==> src/rtl/qrs_pkg.sv <==
// shared widths, payload types and result kind codes of the quadratic root solver
package qrs_pkg;

    localparam int COEF_WIDTH  = 16;
    localparam int FRAC_BITS   = 16;
    localparam int VALUE_WIDTH = 48;
    localparam int KIND_WIDTH  = 3;

    // discriminant, signed, and its magnitude
    localparam int DISC_WIDTH  = 2 * COEF_WIDTH + 2;
    // root bits from the square root chain
    localparam int ROOT_WIDTH  = COEF_WIDTH + 1 + FRAC_BITS;
    localparam int RAD_WIDTH   = 2 * ROOT_WIDTH;
    localparam int REM_WIDTH   = ROOT_WIDTH + 2;
    // dividend magnitude, signed numerator and divisor magnitude
    localparam int NUM_WIDTH   = COEF_WIDTH + FRAC_BITS + 2;
    localparam int NUMS_WIDTH  = NUM_WIDTH + 1;
    localparam int DEN_WIDTH   = COEF_WIDTH + 1;

    localparam int SQ_CELLS    = ROOT_WIDTH;
    localparam int DIV_CELLS   = NUM_WIDTH;

    typedef enum logic [KIND_WIDTH-1:0] {
        KIND_TWO_REAL   = 3'd0,
        KIND_DOUBLE     = 3'd1,
        KIND_COMPLEX    = 3'd2,
        KIND_LINEAR     = 3'd3,
        KIND_DEGENERATE = 3'd4
    } t_kind;

    typedef struct packed {
        logic signed [COEF_WIDTH-1:0] a;
        logic signed [COEF_WIDTH-1:0] b;
        logic signed [COEF_WIDTH-1:0] c;
        logic                         dneg;
        logic                         dzero;
        logic [RAD_WIDTH-1:0]         rad;
        logic [REM_WIDTH-1:0]         rem;
        logic [ROOT_WIDTH-1:0]        root;
    } t_sq;

    typedef struct packed {
        t_kind                kind;
        logic [DEN_WIDTH-1:0] dmag;
        logic [NUM_WIDTH-1:0] n1;
        logic [NUM_WIDTH-1:0] n2;
        logic [DEN_WIDTH-1:0] r1;
        logic [DEN_WIDTH-1:0] r2;
        logic [NUM_WIDTH-1:0] q1;
        logic [NUM_WIDTH-1:0] q2;
        logic                 neg1;
        logic                 neg2;
    } t_dv;

endpackage

==> src/rtl/qrs_sqrt_cell.sv <==
// one root bit of the digit-by-digit square root, registered
module qrs_sqrt_cell (
    input  logic          i_clk,
    input  logic          i_rst_n,
    input  logic          i_en,
    input  logic          i_valid,
    input  qrs_pkg::t_sq  i_sq,
    output logic          o_valid,
    output qrs_pkg::t_sq  o_sq
);
    import qrs_pkg::*;

    logic [REM_WIDTH+1:0] w_cur;
    logic [REM_WIDTH+1:0] w_trial;
    t_sq                  n_sq;
    logic                 r_valid;
    t_sq                  r_sq;

    always_comb begin
        w_cur   = {i_sq.rem, i_sq.rad[RAD_WIDTH-1 -: 2]};
        w_trial = {1'b0, i_sq.root, 2'b01};
        n_sq     = i_sq;
        n_sq.rad = {i_sq.rad[RAD_WIDTH-3:0], 2'b00};
        if (w_cur >= w_trial) begin
            n_sq.rem  = REM_WIDTH'(w_cur - w_trial);
            n_sq.root = {i_sq.root[ROOT_WIDTH-2:0], 1'b1};
        end else begin
            n_sq.rem  = REM_WIDTH'(w_cur);
            n_sq.root = {i_sq.root[ROOT_WIDTH-2:0], 1'b0};
        end
    end

    always_ff @(posedge i_clk) begin
        if (!i_rst_n) begin
            r_valid <= 1'b0;
        end else if (i_en) begin
            r_valid <= i_valid;
        end
        if (i_en) begin
            r_sq <= n_sq;
        end
    end

    assign o_valid = r_valid;
    assign o_sq    = r_sq;
endmodule

==> config.mk <==
export PLATFORM = sky130hd
export DESIGN_NAME = qrs_sqrt_cell
export DESIGN_NICKNAME = d
export VERILOG_FILES = /design/src/rtl/qrs_pkg.sv /design/src/rtl/qrs_sqrt_cell.sv
export SDC_FILE = /design/constraint.sdc
export NUM_CORES = 1
export LEC_CHECK = 0
export BUFFER_PORTS_ARGS = -buffer_cell sky130_fd_sc_hd__buf_2
export CAP_MARGIN = 0
export CORE_MARGIN = 5
export CORE_UTILIZATION = 24
export CTS_BUF_LIST = sky130_fd_sc_hd__clkbuf_4
export CTS_CLUSTER_DIAMETER = 100
export CTS_CLUSTER_SIZE = 28
export DETAILED_ROUTE_END_ITERATION = 8
export GPL_TIMING_DRIVEN = 0
export SYNTH_ARGS = -nofsm -noshare
export SYNTH_HDL_FRONTEND = slang
export SYNTH_SLANG_ARGS = --single-unit
==> constraint.sdc <==
create_clock -name i_clk -period 3.3 [get_ports i_clk]
set_input_delay 0.165 -clock i_clk [delete_from_list [all_inputs] [get_ports i_clk]]
set_output_delay 0.165 -clock i_clk [all_outputs]
set_load 0.005 [all_outputs]
# After elaboration in Yosys (flattened, before gate mapping)
# Cells that the tools add are included.
[word_totals] reg_bits=183 latch_bits=0 ram_bits=0 romBits=0 out_inout_bits=185 wordCells=12 n_memories=0
[op_classes] addsub=1 n_mul=0 n_div=0 n_lt_le_gt_ge=1 n_eq_ne=0 n_shift=0 n_mux=1 bitwise=0 n_reduce_logical=0
[ops] op="$mux 68" n=1
[ops] op="$ge 37x35->1" n=1
[ops] op="$sub 35x35->35" n=1

# Longest topological paths before layout
[depth] ltp_word=2 depth_mapped=14 depth_no_buf=11

# Worst setup path after synthesis
# Ideal clock, no wire load.
[synth_timing] path_kind="input -> register" from="input i_sq[9] (netlist bit)" to="register r_sq, in the netlist o_sq[50], data pin" setup_time_ps=260 arrival_time_ps=2461 required_time_ps=3040 slack_ps=579 cell_stages=11 path_cell_list="inv_1 > ha_1 > buf_2 > nand2_1 > or3_1 > or4_1 > o31a_1 > o21ai_2 > o211ai_2 > buf_6 > mux2_4"
[synth_rtl] element="start, declared" line="qrs_sqrt_cell.sv:7" source="input qrs_pkg::t_sq i_sq,"
[synth_rtl] element="end signal, assigned" line="qrs_sqrt_cell.sv:40" source="r_sq <= n_sq;"
[synth_rtl] element="end, declared" line="qrs_sqrt_cell.sv:17" source="t_sq r_sq;"

==> results.toml <==
[clocking]
cts_tree = "done"
clkTransAtPathRegs_ps = 160
cts_sinks = 183
clock-root-buffer = "clkbuf_4"
clock_latency_ps = 590
cts_inserted_buffers = 17
htree_levels = 4
cts_buffer_depth = 2

[global_route]
grt_util_met3_pct = 4.60
grt_max_degree = 125
antenna_found_initial = 2
grt_pass1_vias = 6995
gr-usage-all-layers_pct = 14.8
grt_busiest_layer = "met2"
grtUsageMet1_pct = 16.4
use_met2_pct = 27.3
grt_pass1_wl_um = 40800
overflow = 0

[yosys]
yosysSeqAreaShare_pct = 69.8
synthCells = 562
synthMuxAreaShare_pct = 0.446
avgSynthCellArea_sq_um = 14.0
synth.top_cell.area_share_pct = 69.6
synth_enable_flop_cells = 182
yosys_warnings = 0
ys_seq_elements = 183
synth_top_family_by_area = "compound AO/OA/AOI/OAI gates"
async_flop_share_pct = 0
synth-xor-area-share_pct = 3.68
synth_area_sq_um = 7860
synth.top_cells.by_area = "edfxtp_1, ha_1, nand2_1, a21oi_1, inv_1"
synth-main-ff-cell = "edfxtp_1"
synth-compound-area-share_pct = 10.8
synthAdderAreaFrac_pct = 5.57
yosys.area_share.simple_pct = 6.37
netlist-cell-type-count = 48
synth_top_area_cell = "edfxtp_1"

[setup_path]
crit_type = "input pin to flip-flop"
cp.required_ps = 3640
startpoint_type = "input pin"
crit_family = "buffers and inverters"
worstPathMaxFanout = 10
crit_top_cell = "buf_6"
cpPeakStageDelay_ps = 540
slowest_stage = "dlygate4sd3_1"
critPathCaptureType = "flip-flop"
crit_chain = "dlygate4sd3_1 -> buf_2 -> ha_1 -> clkbuf_1 -> nand4_1 -> or3_1 -> nor3_1 -> o211ai_1 -> a211oi_2 -> o211ai_2 -> buf_6 -> buf_6 -> nand2_1 -> o21ai_1"
r2r_slack_ps = 2020
crit_buf_inv = 5
worstPathArrival_ps = 3520

[power_and_ir_drop]
ir_worst_vdd_mv = 0.218
power_leakage_uw = 0.00542
finalPower_uw = 5400
pwr_density_cell_nw_per_um2 = 433

[sta]
setup_viol = 0
fmax_mhz = 314
tightest_slew_ps = 735
finClkSkew_ps = 0
rsz0062_at_grt = "false"
min_period_over_period_pct = 96.4
hold_viol = 0
slew_violations = 0
slew-limit-headroom_pct = 51.0
period_needed_ps = 3180

[outcome]
outcome = "finished, final reports clean"

[placement]
dp_hpwl_um = 20400
gp_congestion = 0.806
placed_cell_area_sq_um = 10300
port_buffers = 370

[final_layout]
final_area_sq_um = 12500
final_util_pct = 38.5
layout_commonest_cell = "buf_2"
final_cell_mix = "buf_2, dlygate4sd3_1, edfxtp_1"
layout-drive-gt1-share_pct = 36.5
fillers = 3110
syn_to_final_growth_pct = 58.9
nNetsFinal = 1364

[detailed_routing]
vias_per_cell = 4.20
drtIter0Drc = 248
num_vias = 6706
wl_per_cell_um = 17.6
drc = 0
ant_nets = 0
drt_pass1_iterations = 7
routed_wl_um = 28200

[floorplanning]
die_w_um = 191
ios = 373
initial_utilization_pct = 24.2
die_y_um = 191
die_area_sq_um = 36500
fp.coreArea_sq_um = 32500
rows = 66

[min_path]
hold_class = "input pin to flip-flop"

[run]
maxCapViolations = 0
[per-stage QoR]
| step | setup WS, ps | TNS (ps) | hold WS [ps] | std cells |
|---|---|---|---|---|
| after floorplan | 579 | 0 | 264 | 563 |
| after global placement | -537 | -82190 | 342 | 1375 |
| after detailed placement | -219 | -3170 | 343 | 1376 |
| after CTS | 12.2 | 0 | 47.5 | 1594 |
| after global routing | 0.722 | 0 | 90.1 | 1597 |
| final | 120 | 0 | 167 | 1597 |
[synthesized netlist by cell type, types with 3 or more instances]
cell,number
clkbuf_1,6
o211ai_1,6
a21o_1,19
nor3_1,5
a211oi_1,3
nand2_1,59
o21ai_0,13
xor2_1,17
nand4_1,5
xnor2_1,16
and3_1,4
o21a_1,4
o21bai_1,6
a21oi_1,37
nand3_1,8
nor2_1,21
inv_1,43
buf_6,4
or3_1,3
o31ai_1,3
ha_1,35
o21ai_1,29
edfxtp_1,182
[area by class of cell]
| class | count | area [sq um] | share of cell area (%) |
|---|---|---|---|
| clock buffer | 18 | 135 | 1.08 |
| timing repair buffer | 559 | 3770 | 30.2 |
| buffer | 14 | 95.1 | 0.762 |
| clock inverter | 14 | 160 | 1.28 |
| tap | 442 | 553 | 4.43 |
| inverter | 43 | 161 | 1.29 |
| multi-input combinational | 323 | 2130 | 17.0 |
| sequential | 183 | 5490 | 43.9 |
| antenna | 1 | 2.50 | 0.0200 |
[report_power, final]
part	internal (uW)	switching [uW]
clock network	479	855
logic	585	603
registers	2820	56.2
[path summary, 6_finish.rpt]
check,from,cells after the start,end
max,i_sq[57],14,o_sq[46]$_DFFE_PP_
min,i_sq[66],5,o_sq[66]$_DFFE_PP_
max reg2reg,o_valid$_SDFFE_PN0P_,3,o_valid$_SDFFE_PN0P_
min reg2reg,o_valid$_SDFFE_PN0P_,3,o_valid$_SDFFE_PN0P_
[state kept, by name, summed over array words and instances, names as in the netlist]
name / cells
o_valid: 1
o_sq: 182
[what timing repair did]
item	4_1_cts	5_1_grt
resized for setup	0	5
hold buffers	186	0
setup buffers	0	2
setup endpoints to repair	0	32
endpoints found under the hold margin	241	0
[tightest hold or removal path, cell delays in order]
cell,delay [ps]
buf_2,90
nor4_1,40
o31a_1,140
nor2_1,100
o22a_1,140
[cell families (layout without fill, tap and decap cells)]
logic type      count (synthesis)  in the layout
flops                         183            183
compound gates                136            136
simple gates                  114            114
buf+inv                        57            648
fa+ha+maj                      35             35
xor+xnor                       33             33
mux                             3              3
other cells                     1              3
[layer usage]
| metal | share of wire [%] | up-vias |
|---|---|---|
| met5 | 0.046 | - |
| met4 | 2.1 | 2 |
| met3 | 8.1 | 28 |
| met2 | 52 | 274 |
| met1 | 38 | 3164 |
| li1 | - | 3238 |
Note: power is estimated with default switching activity, not from simulation.
