[src/rtl/qrs_pkg.sv]
// shared widths, payload types and result kind codes of the quadratic root solver
package qrs_pkg;

    localparam int COEF_WIDTH  = 16;
    localparam int FRAC_BITS   = 16;
    localparam int VALUE_WIDTH = 48;
    localparam int KIND_WIDTH  = 3;

    // discriminant, signed, and its magnitude
    localparam int DISC_WIDTH  = 2 * COEF_WIDTH + 2;
    // root bits from the square root chain
    localparam int ROOT_WIDTH  = COEF_WIDTH + 1 + FRAC_BITS;
    localparam int RAD_WIDTH   = 2 * ROOT_WIDTH;
    localparam int REM_WIDTH   = ROOT_WIDTH + 2;
    // dividend magnitude, signed numerator and divisor magnitude
    localparam int NUM_WIDTH   = COEF_WIDTH + FRAC_BITS + 2;
    localparam int NUMS_WIDTH  = NUM_WIDTH + 1;
    localparam int DEN_WIDTH   = COEF_WIDTH + 1;

    localparam int SQ_CELLS    = ROOT_WIDTH;
    localparam int DIV_CELLS   = NUM_WIDTH;

    typedef enum logic [KIND_WIDTH-1:0] {
        KIND_TWO_REAL   = 3'd0,
        KIND_DOUBLE     = 3'd1,
        KIND_COMPLEX    = 3'd2,
        KIND_LINEAR     = 3'd3,
        KIND_DEGENERATE = 3'd4
    } t_kind;

    typedef struct packed {
        logic signed [COEF_WIDTH-1:0] a;
        logic signed [COEF_WIDTH-1:0] b;
        logic signed [COEF_WIDTH-1:0] c;
        logic                         dneg;
        logic                         dzero;
        logic [RAD_WIDTH-1:0]         rad;
        logic [REM_WIDTH-1:0]         rem;
        logic [ROOT_WIDTH-1:0]        root;
    } t_sq;

    typedef struct packed {
        t_kind                kind;
        logic [DEN_WIDTH-1:0] dmag;
        logic [NUM_WIDTH-1:0] n1;
        logic [NUM_WIDTH-1:0] n2;
        logic [DEN_WIDTH-1:0] r1;
        logic [DEN_WIDTH-1:0] r2;
        logic [NUM_WIDTH-1:0] q1;
        logic [NUM_WIDTH-1:0] q2;
        logic                 neg1;
        logic                 neg2;
    } t_dv;

endpackage

[src/rtl/qrs_div_cell.sv]
// one quotient bit of two restoring divisions sharing a divisor, registered
module qrs_div_cell (
    input  logic          i_clk,
    input  logic          i_rst_n,
    input  logic          i_en,
    input  logic          i_valid,
    input  qrs_pkg::t_dv  i_dv,
    output logic          o_valid,
    output qrs_pkg::t_dv  o_dv
);
    import qrs_pkg::*;

    logic [DEN_WIDTH:0] w_t1;
    logic [DEN_WIDTH:0] w_t2;
    logic [DEN_WIDTH:0] w_d;
    t_dv                n_dv;
    logic               r_valid;
    t_dv                r_dv;

    always_comb begin
        w_t1 = {i_dv.r1, i_dv.n1[NUM_WIDTH-1]};
        w_t2 = {i_dv.r2, i_dv.n2[NUM_WIDTH-1]};
        w_d  = {1'b0, i_dv.dmag};
        n_dv    = i_dv;
        n_dv.n1 = {i_dv.n1[NUM_WIDTH-2:0], 1'b0};
        n_dv.n2 = {i_dv.n2[NUM_WIDTH-2:0], 1'b0};
        if (w_t1 >= w_d) begin
            n_dv.r1 = DEN_WIDTH'(w_t1 - w_d);
            n_dv.q1 = {i_dv.q1[NUM_WIDTH-2:0], 1'b1};
        end else begin
            n_dv.r1 = DEN_WIDTH'(w_t1);
            n_dv.q1 = {i_dv.q1[NUM_WIDTH-2:0], 1'b0};
        end
        if (w_t2 >= w_d) begin
            n_dv.r2 = DEN_WIDTH'(w_t2 - w_d);
            n_dv.q2 = {i_dv.q2[NUM_WIDTH-2:0], 1'b1};
        end else begin
            n_dv.r2 = DEN_WIDTH'(w_t2);
            n_dv.q2 = {i_dv.q2[NUM_WIDTH-2:0], 1'b0};
        end
    end

    always_ff @(posedge i_clk) begin
        if (!i_rst_n) begin
            r_valid <= 1'b0;
        end else if (i_en) begin
            r_valid <= i_valid;
        end
        if (i_en) begin
            r_dv <= n_dv;
        end
    end

    assign o_valid = r_valid;
    assign o_dv    = r_dv;
endmodule

[config.mk]
export PLATFORM = sky130hd
export DESIGN_NAME = qrs_div_cell
export DESIGN_NICKNAME = d
export VERILOG_FILES = /design/src/rtl/qrs_pkg.sv /design/src/rtl/qrs_div_cell.sv
export SDC_FILE = /design/constraint.sdc
export NUM_CORES = 1
export LEC_CHECK = 0
export BUFFER_PORTS_ARGS = -buffer_cell sky130_fd_sc_hd__buf_2
export CAP_MARGIN = 20
export CORE_AREA = 4 4 148 150
export DETAILED_ROUTE_END_ITERATION = 6
export DIE_AREA = 0 0 152 154
export GPL_ROUTABILITY_DRIVEN = 0
export PLACE_DENSITY = 0.72
export SLEW_MARGIN = 20
export SYNTH_ARGS = -nofsm -noshare
export SYNTH_HDL_FRONTEND = slang
export SYNTH_SLANG_ARGS = --single-unit
[constraint.sdc]
create_clock -name i_clk -period 2.5 [get_ports i_clk]
set_clock_uncertainty 0.1 [all_clocks]
set_input_delay 0.25 -clock i_clk [delete_from_list [all_inputs] [get_ports i_clk]]
set_output_delay 0.25 -clock i_clk [all_outputs]
set_load 0.02 [all_outputs]
Word level (Yosys, flattened, before mapping)
Cells that the tools add are included.
{"block": "word_totals", "out_inout_bits": 193, "elab_cells": 19, "input_bits": 196, "ff_bits": 191}
{"block": "classes", "add_sub_neg": 2, "n_lt_le_gt_ge": 2, "muxes": 4}
{"op": "18-bit by 17-bit greater-or-equal comparator with 1-bit output", "count": 2}
{"op": "17-bit 2-to-1 mux", "count": 2}
{"op": "17-bit subtractor", "count": 2}
{"op": "1-bit 2-to-1 mux", "count": 2}

Depth between registers and ports, before layout
{"block": "depth", "depth_word": 2, "ltp_mapped": 12, "depth_no_buf": 11}

Worst setup path before layout
Ideal clock, no wire load.
{"block": "synth_timing", "kind": "input -> register", "startpoint": "input port i_dv[171] (netlist name)", "endpoint": "register r_dv, in the netlist o_dv[101], data pin", "stages": 11, "path_buffers": 1, "setup_ns": 0.260, "required_time_ns": 2.140, "arrival_ns": 2.217, "setup_slack_ns": -0.078, "path_cell_list": "inv_1 ha_1 inv_1 fa_1 a21o_1 and2_1 o31a_1 o21ai_4 inv_2 buf_6 mux2_4"}
{"item": "from (decl)", "line_no": "qrs_div_cell.sv:7", "source": "input qrs_pkg::t_dv i_dv,"}
{"item": "to (signal assigned)", "line_no": "qrs_div_cell.sv:50", "source": "r_dv <= n_dv;"}
{"item": "to (decl)", "line_no": "qrs_div_cell.sv:18", "source": "t_dv r_dv;"}

==> results.txt <==
TritonCTS built the clock tree. For the pin with the worst max-slew slack, the measured transition is 0.522 ns. Setup slack on the worst reg-to-reg path comes out at 1.21 ns. On the critical path, the stage with the largest delay is an instance of sky130_fd_sc_hd__a2111oi_0. The proportion of layout cells with a drive suffix above 1 is 0.461. For this run, the top clock speed supported by timing is 433 MHz. The post-detailed-placement cell area is 10900 µm². The cell row count came out at 53.

The async set-reset flop share out of synthesis was 0; the number of violations reported at the end of detailed-routing iteration 0 was 516. Counting every sink on the clock net gives 191. Before antenna repair, the detailed router went through 5 iterations. The initial antenna violation count is 5. For this run, the number of standard cells in the final layout without fillers is 1433.

Entering global routing, the biggest net connects 55 pins. The critical-path maximum fanout was 4; the total of flip-flops plus latches after synthesis was 191. The Yosys step of the flow raised 0 warnings.

Walking the worst path, the cells encountered are buf_2 -> inv_1 -> ha_1 -> nor2b_1 -> o21a_1 -> or2_2 -> a2111oi_0 -> buf_4 -> nor3b_1 -> o31ai_1. 389 I/O pins were placed. The post-detailed-placement half-perimeter wirelength is 21200 µm. The type of the most critical hold path is in2reg. The number of buffers added on ports came out at 384. The library cells used most frequently in the layout, excluding fill and tap cells, are sky130_fd_sc_hd__buf_2 (383), sky130_fd_sc_hd__edfxtp_1 (190), sky130_fd_sc_hd__dlygate4sd3_1 (157), sky130_fd_sc_hd__buf_4 (78).

The number of clock buffers added by TritonCTS is 17. Relative to the synthesized area, the layout overhead comes to 62.7%. Number of global-route vias before repair: 7146.

The run gives 0 as the number of hold-slack violations in the final timing report. The tools report the endpoint of the worst hold path as o_dv[91]. The starting density of the core was 0.388. For the number of instances in the placed design, the log shows 1241. Sequential cell area fraction in the yosys report: 0.712. In this run the critical register-to-register path is captured at o_valid. For the worst flop-to-flop path, the logic depth is 3. Dividing the detail-routed wire length by the instance count gives 21.1 µm.

The cell area that synthesis handed to floorplanning was 8040 µm². The max-cap check violation count is 0, and the average footprint of a synthesized cell is 15.6 µm². STA classifies the critical path endpoint as a register. The floorplan step set the die height to 154 µm. VDD sags by at most 0.406 mV.

The H-tree was split into 4 levels. The startpoint of the worst-slack reg-to-reg timing path is o_valid. The total number of nets in the final design is 1374. Summing over every cut layer, the via total after detailed routing is 7070. The most common library cell in the layout ignoring fill and taps is sky130_fd_sc_hd__buf_2. After global routing the overflow that remains totals 0.

The analysis attributes to cell leakage a power of 5.79 nW. The worst path in the final design needs a cycle of 2.31 ns, including I/O delays and setup. The core occupancy in the finished layout was 0.632. Timing analysis after detailed placement gives a worst setup slack of -0.305 ns. Power per unit of standard cell area: 675 nW/µm². The tools report the total global routing track utilization as 0.251. The flow ran to the end, and the final reports show no timing, DRC or antenna violations. Setup repair after global routing left no endpoint under its margin. The part of the cycle the worst path needs works out to 0.924.

Fill cells in the final layout number 1537. The worst hold path begins at i_dv[90]. At the later pin of the worst-skew pair, clock insertion delay measures 0.43 ns. Clock-pin slew was measured on the worst setup and hold paths at 0.08 ns. Summing all multi-input logic gate instances after layout gives 2140 µm². Mean number of vias per cell: 4.93. The sequential cells in the finished layout cover a total of 5730 µm². The endpoint required time on the critical path was 2.64 ns. The most used flip-flop cell after synthesis is sky130_fd_sc_hd__edfxtp_1.

The stage delay of the slowest cell on the critical path works out to 0.49 ns. Clock tree root buffer cell: sky130_fd_sc_hd__clkbuf_16. Counting distinct cell types in the post-synthesis netlist gives 63. The number of cells traversed by the worst hold path came out at 3. In the routed design, unresolved DRC markers number 0.

Once detail routing completed, the nets flagged for antenna violations numbered 0. The area inside the core boundary was 20700 µm². In this run the deepest clock path goes through 2 buffers. After layout, the worst setup slack is 0.190 ns.

The worst setup path is launched from an input port. In this run, synthesis inferred 190 flip-flops with an integrated enable. The worst path arrival time is 2.45 ns, and the number of slew-limit violations in the final report is 0. After detailed routing, the total wire length is 30300 µm.

The setup path with the least slack is of type in2reg. The logs give 0 for the number of setup violations in the final report and 514 for the number of instances in the synthesized netlist. The die is 152 µm wide. The logs give 23400 µm² for the overall die area and 44300 µm for the wire length of the first global-routing pass.

The relative max-transition margin is 0.652, and the final instance area is 13100 µm².
## cells by family after synthesis
| logic type | after synthesis | share of synthesized area |
|---|---|---|
| AO/OA/AOI/OAI | 112 | 0.0964 |
| XOR/XNOR | 19 | 0.0207 |
| adder cells (fa/ha/maj) | 36 | 0.0579 |
| buffers and inverters | 40 | 0.0232 |
| flip-flops | 191 | 0.712 |
| multiplexers | 22 | 0.0325 |
| other | 1 | 0.000467 |
| AND/OR/NAND/NOR | 93 | 0.0564 |
## layer usage
layer	global-route usage	wire [µm]
met4	0.107	1240
met1	0.300	11900
met5	0	40
met3	0.0670	1880
met2	0.430	15200
## how the worst max path moves through the flow
stage               slack (ns)       from         to  depth (start not counted)
finish                    0.19  i_dv[173]  o_dv[102]                         10
global placement         -0.21  i_dv[173]  o_dv[102]                         10
detailed placement       -0.31  i_dv[173]  o_dv[102]                         10
floorplan                0.001  i_dv[171]  o_dv[101]                         11
global route              0.04  i_dv[173]  o_dv[102]                         10
CTS                       0.15  i_dv[173]  o_dv[102]                         10
## cell type report
class	instances	area share
Sequential cell	191	0.438
Timing Repair Buffer	621	0.316
Multi-Input combinational cell	284	0.164
Clock buffer	17	0.0325
Tap cell	275	0.0263
Clock inverter	15	0.0155
Inverter	27	0.00775
Antenna cell	3	0.000574
## where the power goes
part	internal [mW]	leakage, nW	switching, mW
Clock	1.40	0.304	1.45
Combinational	0.892	3.61	1.12
Sequential	3.87	1.87	0.0871
Total	6.16	5.79	2.66
## registers in the layout, summed over array words and instances, names as in the netlist
name     count
o_dv       190
o_valid      1
## Yosys cell counts, drive strengths merged, types with 4 or more instances
| master | count | area, µm² |
|---|---|---|
| edfxtp | 190 | 5710 |
| ha | 34 | 425 |
| nand2 | 34 | 128 |
| inv | 27 | 101 |
| a21oi | 26 | 130 |
| mux2 | 21 | 251 |
| o21ai | 21 | 120 |
| nor2 | 16 | 60.1 |
| xnor2 | 16 | 140 |
| a21o | 15 | 113 |
| nand3 | 13 | 65.1 |
| buf | 10 | 73.8 |
| o21a | 10 | 75.1 |
| o31ai | 6 | 45.0 |
| and2 | 5 | 32.5 |
| a211oi | 4 | 30.0 |
| and4 | 4 | 35.0 |
| nor2b | 4 | 25.0 |
## through the flow
stage	power (mW)	setup TNS [ns]	hold WS, ns
floorplan	4.96	0	0.249
global placement	5.78	-1.95	0.327
detailed placement	5.81	-2.89	0.328
CTS	8.86	0	0.00167
global route	9.17	0	0.0224
finish	8.82	0	0.0327
## worst max-delay path, delay by kind of cell
family,cells,cell delay [ns]
AO/OA/AOI/OAI,3,0.92
adder cells (fa/ha/maj),1,0.29
buffers and inverters,3,0.50
AND/OR/NAND/NOR,3,0.49
## timing repair
action / in CTS / in global routing
gates resized for setup: 0 / 0
endpoints found under the hold margin: 156 / 0
hold buffers: 157 / 0
buffers inserted: 0 / 0
Note: power is estimated with default switching activity, not from simulation.
